`config.mk`:
```
export PLATFORM = sky130hd
export DESIGN_NAME = dimmer_frame_and_modem_reply_parser_flat
export DESIGN_NICKNAME = d
export VERILOG_FILES = /design/src/design/dfmrp_pkg.sv /design/src/design/dfmrp_in_if.sv /design/src/design/dfmrp_out_if.sv /design/src/design/dimmer_frame_and_modem_reply_parser.sv /design/src/flat_wrapper.sv
export SDC_FILE = /design/constraint.sdc
export NUM_CORES = 1
export LEC_CHECK = 0
export BUFFER_PORTS_ARGS = -buffer_cell sky130_fd_sc_hd__buf_2
export CAP_MARGIN = 20
export CORE_MARGIN = 2
export CORE_UTILIZATION = 49
export DETAILED_ROUTE_END_ITERATION = 6
export GPL_TIMING_DRIVEN = 1
export PLACE_DENSITY_LB_ADDON = 0.25
export SKIP_LAST_GASP = 1
export SLEW_MARGIN = 20
export SYNTH_ARGS = -nofsm -noshare
export SYNTH_HDL_FRONTEND = slang
export SYNTH_SLANG_ARGS = --single-unit
```
`constraint.sdc`:
```
create_clock -name clk_i -period 2.55 [get_ports clk_i]
set_input_delay 0.3825 -clock clk_i [delete_from_list [all_inputs] [get_ports clk_i]]
set_output_delay 0.3825 -clock clk_i [all_outputs]
set_load 0.01 [all_outputs]
```
`src/design/dfmrp_pkg.sv`:
```
package dfmrp_pkg;

  localparam int unsigned ByteW  = 8;
  localparam int unsigned EventW = 3;
  localparam int unsigned LevelW = 7;
  localparam int unsigned PhaseW = 3;
  localparam int unsigned DataW  = 32;
  localparam int unsigned AddrW  = 3;

  typedef enum logic [EventW-1:0] {
    EvNone   = 3'd0,
    EvAccept = 3'd1,
    EvReject = 3'd2,
    EvOk     = 3'd3,
    EvError  = 3'd4
  } event_e;

  localparam logic RegLinkReady = 1'b0;
  localparam logic RegNodeId    = 1'b1;

  localparam logic [ByteW-1:0] ChStart   = 8'h23;
  localparam logic [ByteW-1:0] ChEnd     = 8'h24;
  localparam logic [ByteW-1:0] ChPad     = 8'h30;
  localparam logic [ByteW-1:0] LevelLo   = 8'h8C;
  localparam logic [ByteW-1:0] LevelHi   = 8'hF0;
  localparam logic [ByteW-1:0] LevelBias = 8'd140;
  localparam logic [ByteW-1:0] ChO       = 8'h4F;
  localparam logic [ByteW-1:0] ChK       = 8'h4B;
  localparam logic [ByteW-1:0] ChE       = 8'h45;
  localparam logic [ByteW-1:0] ChR       = 8'h52;
  localparam logic [ByteW-1:0] ChCr      = 8'h0D;
  localparam logic [ByteW-1:0] ChLf      = 8'h0A;

  localparam logic [ByteW-1:0] NodeIdReset = 8'h4C;

endpackage

```
`src/design/dfmrp_in_if.sv`:
```
interface dfmrp_in_if;
  logic                            valid;
  logic                            ready;
  logic [dfmrp_pkg::ByteW-1:0]     rx_byte;

  modport source (output valid, output rx_byte, input ready);
  modport sink (input valid, input rx_byte, output ready);
endinterface

```
`src/design/dfmrp_out_if.sv`:
```
interface dfmrp_out_if;
  logic                            valid;
  logic                            ready;
  logic [dfmrp_pkg::EventW-1:0]    event_res;
  logic [dfmrp_pkg::LevelW-1:0]    level;

  modport source (output valid, output event_res, output level, input ready);
  modport sink (input valid, input event_res, input level, output ready);
endinterface

```
`src/design/dimmer_frame_and_modem_reply_parser.sv`:
```
// An accepted byte is held in the input register, then its result in the result register.
// Throughput: one byte per cycle unless the output stalls; both registers carry the work.
// The result register frees in the cycle its transfer completes, so stalls cost no bubbles.
// Reset clears both parsers to their idle phases, empties both registers,
// and sets link_ready to 0 and node_id to ASCII L.
module dimmer_frame_and_modem_reply_parser (
  input  logic                          clk_i,
  input  logic                          rst_ni,
  dfmrp_in_if.sink                      in_i,
  dfmrp_out_if.source                   out_o,
  input  logic                          psel,
  input  logic                          penable,
  input  logic                          pwrite,
  input  logic [dfmrp_pkg::AddrW-1:0]   paddr,
  input  logic [dfmrp_pkg::DataW-1:0]   pwdata,
  output logic [dfmrp_pkg::DataW-1:0]   prdata,
  output logic                          pready
);

  localparam logic [dfmrp_pkg::PhaseW-1:0] FrWait  = 3'd0;
  localparam logic [dfmrp_pkg::PhaseW-1:0] FrNode  = 3'd1;
  localparam logic [dfmrp_pkg::PhaseW-1:0] FrLevel = 3'd2;
  localparam logic [dfmrp_pkg::PhaseW-1:0] FrPad   = 3'd3;
  localparam logic [dfmrp_pkg::PhaseW-1:0] FrSum   = 3'd4;
  localparam logic [dfmrp_pkg::PhaseW-1:0] FrEnd   = 3'd5;

  localparam logic [dfmrp_pkg::PhaseW-1:0] RpIdle = 3'd0;
  localparam logic [dfmrp_pkg::PhaseW-1:0] RpE    = 3'd1;
  localparam logic [dfmrp_pkg::PhaseW-1:0] RpEr   = 3'd2;
  localparam logic [dfmrp_pkg::PhaseW-1:0] RpErr  = 3'd3;
  localparam logic [dfmrp_pkg::PhaseW-1:0] RpErro = 3'd4;
  localparam logic [dfmrp_pkg::PhaseW-1:0] RpO    = 3'd5;
  localparam logic [dfmrp_pkg::PhaseW-1:0] RpOk   = 3'd6;
  localparam logic [dfmrp_pkg::PhaseW-1:0] RpOkCr = 3'd7;

  logic                            link_ready_q;
  logic [dfmrp_pkg::ByteW-1:0]     node_id_q;
  logic                            cfg_wr;

  logic                            s1_valid_q;
  logic [dfmrp_pkg::ByteW-1:0]     s1_byte_q;
  logic                            s2_take;
  logic                            in_fire;

  logic [dfmrp_pkg::PhaseW-1:0]    frame_phase_q, frame_phase_d;
  logic [dfmrp_pkg::ByteW-1:0]     held_q, held_d;
  logic [dfmrp_pkg::PhaseW-1:0]    reply_phase_q, reply_phase_d;

  dfmrp_pkg::event_e               ev_d;
  logic [dfmrp_pkg::LevelW-1:0]    lvl_d;
  logic [dfmrp_pkg::ByteW-1:0]     lvl_full;
  logic [dfmrp_pkg::ByteW-1:0]     sum_exp;

  logic                            out_valid_q;
  logic [dfmrp_pkg::EventW-1:0]    out_event_q;
  logic [dfmrp_pkg::LevelW-1:0]    out_level_q;

  assign pready = 1'b1;
  assign cfg_wr = psel && penable && pwrite;

  always_comb begin
    prdata = '0;
    unique case (paddr[2])
      dfmrp_pkg::RegLinkReady: prdata[0] = link_ready_q;
      dfmrp_pkg::RegNodeId:    prdata[dfmrp_pkg::ByteW-1:0] = node_id_q;
      default:                 prdata = '0;
    endcase
  end

  always_ff @(posedge clk_i or negedge rst_ni) begin
    if (!rst_ni) begin
      link_ready_q <= 1'b0;
      node_id_q    <= dfmrp_pkg::NodeIdReset;
    end else if (cfg_wr) begin
      if (paddr[2] == dfmrp_pkg::RegLinkReady) begin
        link_ready_q <= pwdata[0];
      end else begin
        node_id_q <= pwdata[dfmrp_pkg::ByteW-1:0];
      end
    end
  end

  assign s2_take  = !out_valid_q || out_o.ready;
  assign in_i.ready = !s1_valid_q || s2_take;
  assign in_fire  = in_i.valid && in_i.ready;

  always_ff @(posedge clk_i or negedge rst_ni) begin
    if (!rst_ni) begin
      s1_valid_q <= 1'b0;
    end else if (in_i.ready) begin
      s1_valid_q <= in_i.valid;
    end
  end

  always_ff @(posedge clk_i) begin
    if (in_fire) begin
      s1_byte_q <= in_i.rx_byte;
    end
  end

  assign lvl_full = held_q - dfmrp_pkg::LevelBias;
  assign sum_exp  = held_q + dfmrp_pkg::ChPad;

  always_comb begin
    frame_phase_d = frame_phase_q;
    held_d        = held_q;
    reply_phase_d = reply_phase_q;
    ev_d          = dfmrp_pkg::EvNone;
    lvl_d         = '0;
    if (link_ready_q) begin
      unique case (frame_phase_q)
        FrNode: begin
          frame_phase_d = (s1_byte_q == node_id_q) ? FrLevel : FrWait;
        end
        FrLevel: begin
          if (s1_byte_q >= dfmrp_pkg::LevelLo && s1_byte_q <= dfmrp_pkg::LevelHi) begin
            held_d        = s1_byte_q;
            frame_phase_d = FrPad;
          end else begin
            frame_phase_d = FrWait;
            ev_d          = dfmrp_pkg::EvReject;
          end
        end
        FrPad: begin
          if (s1_byte_q == dfmrp_pkg::ChPad) begin
            frame_phase_d = FrSum;
          end else begin
            frame_phase_d = FrWait;
            ev_d          = dfmrp_pkg::EvReject;
          end
        end
        FrSum: begin
          if (s1_byte_q == sum_exp) begin
            frame_phase_d = FrEnd;
          end else begin
            frame_phase_d = FrWait;
            ev_d          = dfmrp_pkg::EvReject;
          end
        end
        FrEnd: begin
          frame_phase_d = FrWait;
          if (s1_byte_q == dfmrp_pkg::ChEnd) begin
            ev_d  = dfmrp_pkg::EvAccept;
            lvl_d = lvl_full[dfmrp_pkg::LevelW-1:0];
          end else begin
            ev_d = dfmrp_pkg::EvReject;
          end
        end
        default: begin
          frame_phase_d = (s1_byte_q == dfmrp_pkg::ChStart) ? FrNode : FrWait;
        end
      endcase
    end else begin
      unique case (reply_phase_q)
        RpIdle: begin
          if (s1_byte_q == dfmrp_pkg::ChO) begin
            reply_phase_d = RpO;
          end else if (s1_byte_q == dfmrp_pkg::ChE) begin
            reply_phase_d = RpE;
          end
        end
        RpE:    reply_phase_d = (s1_byte_q == dfmrp_pkg::ChR) ? RpEr : RpIdle;
        RpEr:   reply_phase_d = (s1_byte_q == dfmrp_pkg::ChR) ? RpErr : RpIdle;
        RpErr:  reply_phase_d = (s1_byte_q == dfmrp_pkg::ChO) ? RpErro : RpIdle;
        RpErro: begin
          reply_phase_d = RpIdle;
          if (s1_byte_q == dfmrp_pkg::ChR) begin
            ev_d = dfmrp_pkg::EvError;
          end
        end
        RpO:    reply_phase_d = (s1_byte_q == dfmrp_pkg::ChK) ? RpOk : RpIdle;
        RpOk:   reply_phase_d = (s1_byte_q == dfmrp_pkg::ChCr) ? RpOkCr : RpIdle;
        default: begin
          reply_phase_d = RpIdle;
          if (s1_byte_q == dfmrp_pkg::ChLf) begin
            ev_d = dfmrp_pkg::EvOk;
          end
        end
      endcase
    end
  end

  always_ff @(posedge clk_i or negedge rst_ni) begin
    if (!rst_ni) begin
      frame_phase_q <= FrWait;
      held_q        <= '0;
      reply_phase_q <= RpIdle;
      out_valid_q   <= 1'b0;
    end else if (s2_take) begin
      out_valid_q <= s1_valid_q;
      if (s1_valid_q) begin
        frame_phase_q <= frame_phase_d;
        held_q        <= held_d;
        reply_phase_q <= reply_phase_d;
      end
    end
  end

  always_ff @(posedge clk_i) begin
    if (s2_take && s1_valid_q) begin
      out_event_q <= ev_d;
      out_level_q <= lvl_d;
    end
  end

  assign out_o.valid     = out_valid_q;
  assign out_o.event_res = out_event_q;
  assign out_o.level     = out_level_q;

  a_level_range: assert property (@(posedge clk_i) disable iff (!rst_ni)
    out_valid_q && out_event_q == dfmrp_pkg::EvAccept |-> out_level_q <= 7'd100)
    else $error("accepted frame level out of range");

  a_level_only_on_accept: assert property (@(posedge clk_i) disable iff (!rst_ni)
    out_valid_q && out_event_q != dfmrp_pkg::EvAccept |-> out_level_q == '0)
    else $error("level set on a result other than an accepted frame");

  a_frame_phase_used: assert property (@(posedge clk_i) disable iff (!rst_ni)
    frame_phase_q <= FrEnd)
    else $error("frame parser in an unused phase");

  a_no_bubble: assert property (@(posedge clk_i) disable iff (!rst_ni)
    !out_valid_q |-> in_i.ready)
    else $error("input stalled while the result register is empty");

  a_result_follows: assert property (@(posedge clk_i) disable iff (!rst_ni)
    s1_valid_q && s2_take |=> out_valid_q)
    else $error("held byte produced no result");

endmodule

```
`src/flat_wrapper.sv`:
```
// flat-port wrapper written by rule: the top's interface ports become plain ports
module dimmer_frame_and_modem_reply_parser_flat 
  (clk_i, rst_ni, psel, penable, pwrite, paddr, pwdata, prdata, pready, in_i_valid, in_i_rx_byte, in_i_ready, out_o_valid, out_o_event_res, out_o_level, out_o_ready);
  dfmrp_in_if in_i_i ();
  dfmrp_out_if out_o_i ();
  input  logic clk_i;
  input  logic rst_ni;
  input  logic psel;
  input  logic penable;
  input  logic pwrite;
  input  logic [dfmrp_pkg::AddrW-1:0] paddr;
  input  logic [dfmrp_pkg::DataW-1:0] pwdata;
  output logic [dfmrp_pkg::DataW-1:0] prdata;
  output logic pready;
  input wire logic [$bits(in_i_i.valid)-1:0] in_i_valid;
  input wire logic [$bits(in_i_i.rx_byte)-1:0] in_i_rx_byte;
  output wire logic [$bits(in_i_i.ready)-1:0] in_i_ready;
  output wire logic [$bits(out_o_i.valid)-1:0] out_o_valid;
  output wire logic [$bits(out_o_i.event_res)-1:0] out_o_event_res;
  output wire logic [$bits(out_o_i.level)-1:0] out_o_level;
  input wire logic [$bits(out_o_i.ready)-1:0] out_o_ready;
  assign in_i_i.valid = in_i_valid;
  assign in_i_i.rx_byte = in_i_rx_byte;
  assign in_i_ready = in_i_i.ready;
  assign out_o_valid = out_o_i.valid;
  assign out_o_event_res = out_o_i.event_res;
  assign out_o_level = out_o_i.level;
  assign out_o_i.ready = out_o_ready;
  dimmer_frame_and_modem_reply_parser u_core (.clk_i(clk_i), .rst_ni(rst_ni), .in_i(in_i_i), .out_o(out_o_i), .psel(psel), .penable(penable), .pwrite(pwrite), .paddr(paddr), .pwdata(pwdata), .prdata(prdata), .pready(pready));
endmodule
```
==> qor.csv, run 1 <==
metric;value;unit
Avg Cell Area, Syn;10.7;um2
Placed Instances;340;
clock slew at reported path FFs;80;ps
worst-path maximum fanout;2;
Port Buffer Count;43;
CP endpoint kind;flip-flop;
layout cells sized above 1;30.6;%
PnR Total Power;1660;uW
switching power;475;uW
core area;5040;um2
GP Congestion;0.848;
first-pass GRT wire length;7.27;mm
Yosys top cell area share;21.7;%
largest net degree at the start of global routing;26;
nets@finish;330;
CTS Sinks;43;
clock buffer count from CTS;5;
Reg2Reg Setup Slack;390;ps
DIE WIDTH;75.9;um
Max clock buf depth;2;
post-synth top area cell;dfrtp_1;
cell with the most instances after synthesis;buf_4;
Synth Flop Type;dfrtp_1;
initial antenna violation count;0;
worst path arrival time;2200;ps
Max Cap Viol;0;
FF/Latch Area;1170;um2
run status;complete, no violations;
Total GRT Usage;15.6;%
Worst-Margin Slew;574;ps
via density per instance;4.89;
commonest cells in the netlist;buf_4 (25), dfrtp_1 (22), edfxtp_1 (18), mux2_2 (17);
met2 usage;24.2;%
Max Slew Vio Count;0;
Leak;0.00124;uW
met1 usage;21.7;%
Rel. slew slack;61.2;%
ratio of final minimum period to clock period;84.6;%
row count;26;
Syn. warnings;0;
HPWL Detailed;3.10;mm
Starting Density;50.3;%
Fillers;446;
Multi-input gate area;1180;um2
fraction of registers with async set/reset;58.1;%
Sw Share;28.6;%
Pre-antenna DRT Iters;4;
Power Internal;1190;uW
Reg2Reg Depth;5;
Final Setup Violations;0;
gr busiest metal;met2;
Clk pwr share;26.5;%
combinational cell fraction of total power;18.9;%
Synth cell types;49;
TritonCTS clock tree;built;
Post-CTS Setup Bufs;0;
final wirelength;4.18;mm
sequential fraction of design power;54.6;%
Startpoint Class;flip-flop;
required time of the critical path;2590;ps
# diodes;0;
Synth area leaders;dfrtp_1 (22%), edfxtp_1 (21%), mux2_2 (7.6%);
Skew-Pair Late Insertion Delay;290;ps
pre-CTS setup slack;406;ps
wire length per cell;12.0;um
Routed Antenna Nets;0;
Setup CP Type;flip-flop to flip-flop;
# H-tree levels;2;
M3 GR Usage;3.69;%
Layout Cells excl Fill;348;
sequential share of the synthesized area;46.2;%
Worst R2R End;u_core.out_o.event_res[1];
vias in the first global route;1553;
via count;1703;
die height;75.9;um
residual DRC count;0;
Pwr per Cell Area;592;nW/um2
Clock Skew;4.37;ps
CTS Root Cell;clkbuf_8;
f_max;0.463;GHz
global-route congestion overflow total;0;
I/O Pins;95;
Post-Route Setup TNS;0;ps
Netlist Area Pre-Place;2530;um2
Syn-to-layout area delta;10.7;%
worst setup margin;392;ps
synthesized flop and latch total;43;
Max IR drop VDD;0.000407;V
RSZ-0062 raised after global routing;no;
final hold vios;0;
R2R Path Start;u_core.s1_byte_q[0];
Resize count post-CTS;0;
Hold Crit Class;input pin to async pin;
minimum clock period;2160;ps
First DRT Iteration DRCs;70;
synthesized instance count;237;
number of flops mapped to enable cells by yosys;18;
Die Area;5760;um2
hold buffer count at CTS;0;
[per-stage QoR]
| step | cell area, um2 | hold slack, ps | utilization [%] |
|---|---|---|---|
| after floorplan | 2620 | 86.9 | - |
| after global routing | 2810 | 108 | 55.7 |
| after global placement | 2720 | 406 | 53.8 |
| final | 2810 | 78.4 | 55.7 |
| after CTS | 2810 | 93.3 | 55.7 |
| after detailed placement | 2720 | 416 | 53.8 |
[cell usage in the layout (no fill, tap or decap), drive strengths merged, types with 2 or more instances in the layout]
master / Yosys / final
or2: 2 / 2
nor2b: 6 / 6
a21oi: 3 / 3
nor4b: 4 / 4
nand3: 2 / 2
nand4: 9 / 9
clkbuf: 9 / 7
xor2: 13 / 13
nand2: 13 / 13
nor4: 3 / 3
o31a: 2 / 2
mux2: 17 / 17
nor2: 13 / 13
edfxtp: 18 / 18
dfstp: 3 / 3
nor3b: 2 / 2
dfrtp: 22 / 22
buf: 29 / 48
nor3: 4 / 4
o21ai: 7 / 7
or4: 2 / 2
nand2b: 3 / 3
xnor2: 12 / 12
a31oi: 2 / 2
and2: 8 / 8
inv: 7 / 7
ha: 3 / 3
nand3b: 2 / 2
conb: 2 / 25
[layer usage]
| metal | share of wire (%) | wire length [um] |
|---|---|---|
| met1 | 48 | 2020 |
| met2 | 45 | 1880 |
| met5 | 0 | 0 |
| met4 | 0.79 | 33 |
| met3 | 5.9 | 247 |
[flip-flops by register name (all words and copies together) (netlist names), 3 cells and up]
register / count
u_core.out_o.level: 7
u_core.frame_phase_q: 3
u_core.out_o.event_res: 3
u_core.node_id_q: 8
u_core.held_q: 8
u_core.s1_byte_q: 8
u_core.reply_phase_q: 3
[cell type report]
cell class,instances,area share [%]
Sequential cell,43,41.7
Multi-Input combinational cell,172,42.0
Clock inverter,1,0.178
Inverter,7,0.936
Clock buffer,7,3.08
Tap cell,70,3.12
Timing Repair Buffer,48,9.01
[worst max-delay path by stage]
stage	end	from	slack [ps]
after floorplan	u_core.out_o.event_res[1]	u_core.s1_byte_q[0]	380
after global placement	u_core.out_o.event_res[1]	u_core.s1_byte_q[0]	400
after detailed placement	u_core.out_o.event_res[1]	u_core.s1_byte_q[0]	410
after CTS	u_core.out_o.event_res[1]	u_core.s1_byte_q[0]	390
after global routing	u_core.reply_phase_q[2]	u_core.s1_byte_q[5]	280
final	u_core.out_o.event_res[1]	u_core.s1_byte_q[0]	390
[worst max-delay path: stages (launching register included)]
cell and delay [ps]:
edfxtp_1 400, or4_4 550, or4_4 500, nor2b_4 140, a211oi_2 200, a22oi_1 110
[logic make-up (layout without fill, tap and decap cells)]
kind of cell | after synthesis | after routing | synth area share, %
other cells | 2 | 25 | 0.296
xor+xnor | 25 | 25 | 8.64
flops | 43 | 43 | 46.2
mux | 17 | 17 | 7.55
compound gates | 20 | 20 | 5.28
fa+ha+maj | 3 | 3 | 1.48
buf+inv | 45 | 63 | 10.8
simple gates | 82 | 82 | 19.8
[power groups by stage]
stage	registers [uW]	logic (uW)	clock network, uW
finish	908	314	441
global route	924	356	491
CTS	908	317	457
detailed placement	923	315	0
global placement	921	311	0
floorplan	867	296	0
Note: power is estimated with default switching activity, not from simulation.
==> inputs of run 2 (changes only) <==
clock period = 2.26 ns   (was 2.55 ns; I/O delays follow)
==> qor.csv, run 2 (synthesis results as in run 1) <==
metric;value;unit;change
GP Congestion;0.881;;was 0.848
most frequent cells in the layout;buf_2 (43), conb_1 (25), dfrtp_1 (22), edfxtp_1 (18), mux2_2 (17);;unchanged
f_max;0.463;GHz;about the same
worst path arrival time;2200;ps;about the same
TritonCTS clock tree;built;;unchanged
Post-Route Setup TNS;0;ps;unchanged
Clock Skew;10.3;ps;was 4.37 ps
Post-CTS Setup Bufs;0;;unchanged
clock buffer count from CTS;5;;unchanged
via count;1707;;was 1,703
Max IR drop VDD;0.000394;V;was 0.000407 V
required time of the critical path;2300;ps;was 2590 ps
Leak;0.00127;uW;was 0.00124 uW
Pwr per Cell Area;686;nW/um2;was 592 nW/um2
DIE WIDTH;75.9;um;unchanged
Final Setup Violations;0;;unchanged
largest net degree at the start of global routing;26;;unchanged
Die Area;5760;um2;unchanged
Top Registers;u_core.held_q (8), u_core.node_id_q (8), u_core.s1_byte_q (8);;unchanged
Fillers;464;;was 446
CTS Sinks;43;;unchanged
Syn-to-layout area delta;12.6;%;was 10.7%
Resize count post-CTS;0;;unchanged
Hold Crit Class;input pin to async pin;;unchanged
global-route congestion overflow total;0;;unchanged
Startpoint Class;flip-flop;;unchanged
Rel. slew slack;60.2;%;was 61.2%
Routed Antenna Nets;0;;unchanged
Hold Slack;41.9;ps;was 78.4 ps
Skew-Pair Late Insertion Delay;290;ps;about the same
hold buffer count at CTS;0;;unchanged
commonest non-fill, non-tap cell in the layout;buf_2;;unchanged
Max Slew Vio Count;0;;unchanged
vias in the first global route;1597;;was 1,553
die height;75.9;um;unchanged
Worst-Margin Slew;597;ps;was 574 ps
First DRT Iteration DRCs;84;;was 70
core area;5040;um2;unchanged
clock slew at reported path FFs;80;ps;about the same
layout cells sized above 1;31.7;%;was 30.6%
Port Buffer Count;43;;unchanged
worst-path maximum fanout;2;;unchanged
final wirelength;4.38;mm;was 4.18 mm
Max clock buf depth;2;;unchanged
initial antenna violation count;0;;unchanged
nets@finish;334;;was 330
run status;complete, no violations;;unchanged
ratio of final minimum period to clock period;95.6;%;was 84.6%
Final Core Density;56.6;%;was 55.7%
final hold vios;0;;unchanged
Starting Density;50.3;%;unchanged
I/O Pins;95;;unchanged
minimum clock period;2160;ps;about the same
Multi-input gate area;1180;um2;about the same
CTS Root Cell;clkbuf_8;;unchanged
row count;26;;unchanged
Max Cap Viol;0;;unchanged
Pre-antenna DRT Iters;4;;unchanged
# diodes;0;;unchanged
Reg2Reg Depth;5;;unchanged
wire length per cell;12.5;um;was 12.0 um
Reg2Reg Setup Slack;100;ps;was 390 ps
FF/Latch Area;1170;um2;unchanged
CP endpoint kind;flip-flop;;unchanged
Total GRT Usage;16.4;%;was 15.6%
first-pass GRT wire length;7.50;mm;was 7.27 mm
via density per instance;4.86;;was 4.89
# H-tree levels;2;;unchanged
Setup CP Type;flip-flop to flip-flop;;unchanged
residual DRC count;0;;unchanged
HPWL Detailed;3.22;mm;was 3.10 mm
RSZ-0062 raised after global routing;no;;unchanged
[run 2: cell count changes in the layout (fill, tap and decap cells not counted)]
cell	before	now
buf_4	5	9
bufinv_16	0	1
clkbuf_8	6	5
clkinv_2	1	0
nor4b_1	4	3
nor4b_2	0	1
[run 2: worst max-delay path: stages (launching register included)]
cell and delay (ps):
edfxtp_1 390, or4_4 550, or4_4 500, nor2b_4 140, a211oi_2 210, a22oi_1 110
[run 2: final timing paths]
kind | from | to
setup / recovery | u_core.s1_byte_q[0] | u_core.out_o.event_res[1]
hold / removal | rst_ni | u_core.reply_phase_q[1]
setup reg to reg | u_core.s1_byte_q[0] | u_core.out_o.event_res[1]
hold reg to reg | u_core.held_q[7] | u_core.held_q[7]
max in group asynchronous | rst_ni | u_core.link_ready_q
min in group clk_i | in_i_rx_byte[4] | u_core.s1_byte_q[4]
[run 2: metrics by stage]
| step | setup slack, ps | power, uW | instance area (um2) | cells |
|---|---|---|---|---|
| 2_1_floorplan | 89.2 | 1310 | 2620 | 260 |
| 4_1_cts | 98.3 | 1970 | 2850 | 351 |
| 3_3_place_gp | 103 | 1400 | 2750 | 344 |
| 6_report | 98.4 | 1960 | 2850 | 351 |
| 3_5_place_dp | 105 | 1400 | 2750 | 344 |
| 5_1_grt | 19.3 | 2070 | 2850 | 351 |
[run 2: final cells by class]
type | count | share of cell area (%)
Timing Repair Buffer | 52 | 9.91
Sequential cell | 43 | 41.0
Tap cell | 70 | 3.07
Multi-Input combinational cell | 172 | 41.5
Clock inverter | 1 | 1.05
Clock buffer | 6 | 2.54
Inverter | 7 | 0.921
[run 2: per-layer routing]
layer	share of wire (%)	routed length (um)	global-route usage, %
met2	47	2040	27.6
met3	5.1	223	3.69
met4	1.6	72	4.36
met1	47	2040	21.5
met5	0	0	0
[run 2: power by group]
| part | leakage, uW | internal, uW | total (uW) | switching [uW] |
|---|---|---|---|---|
| logic | 0.000723 | 188 | 374 | 186 |
| registers | 0.000494 | 911 | 1010 | 103 |
| clock network | 0.0000513 | 324 | 569 | 246 |
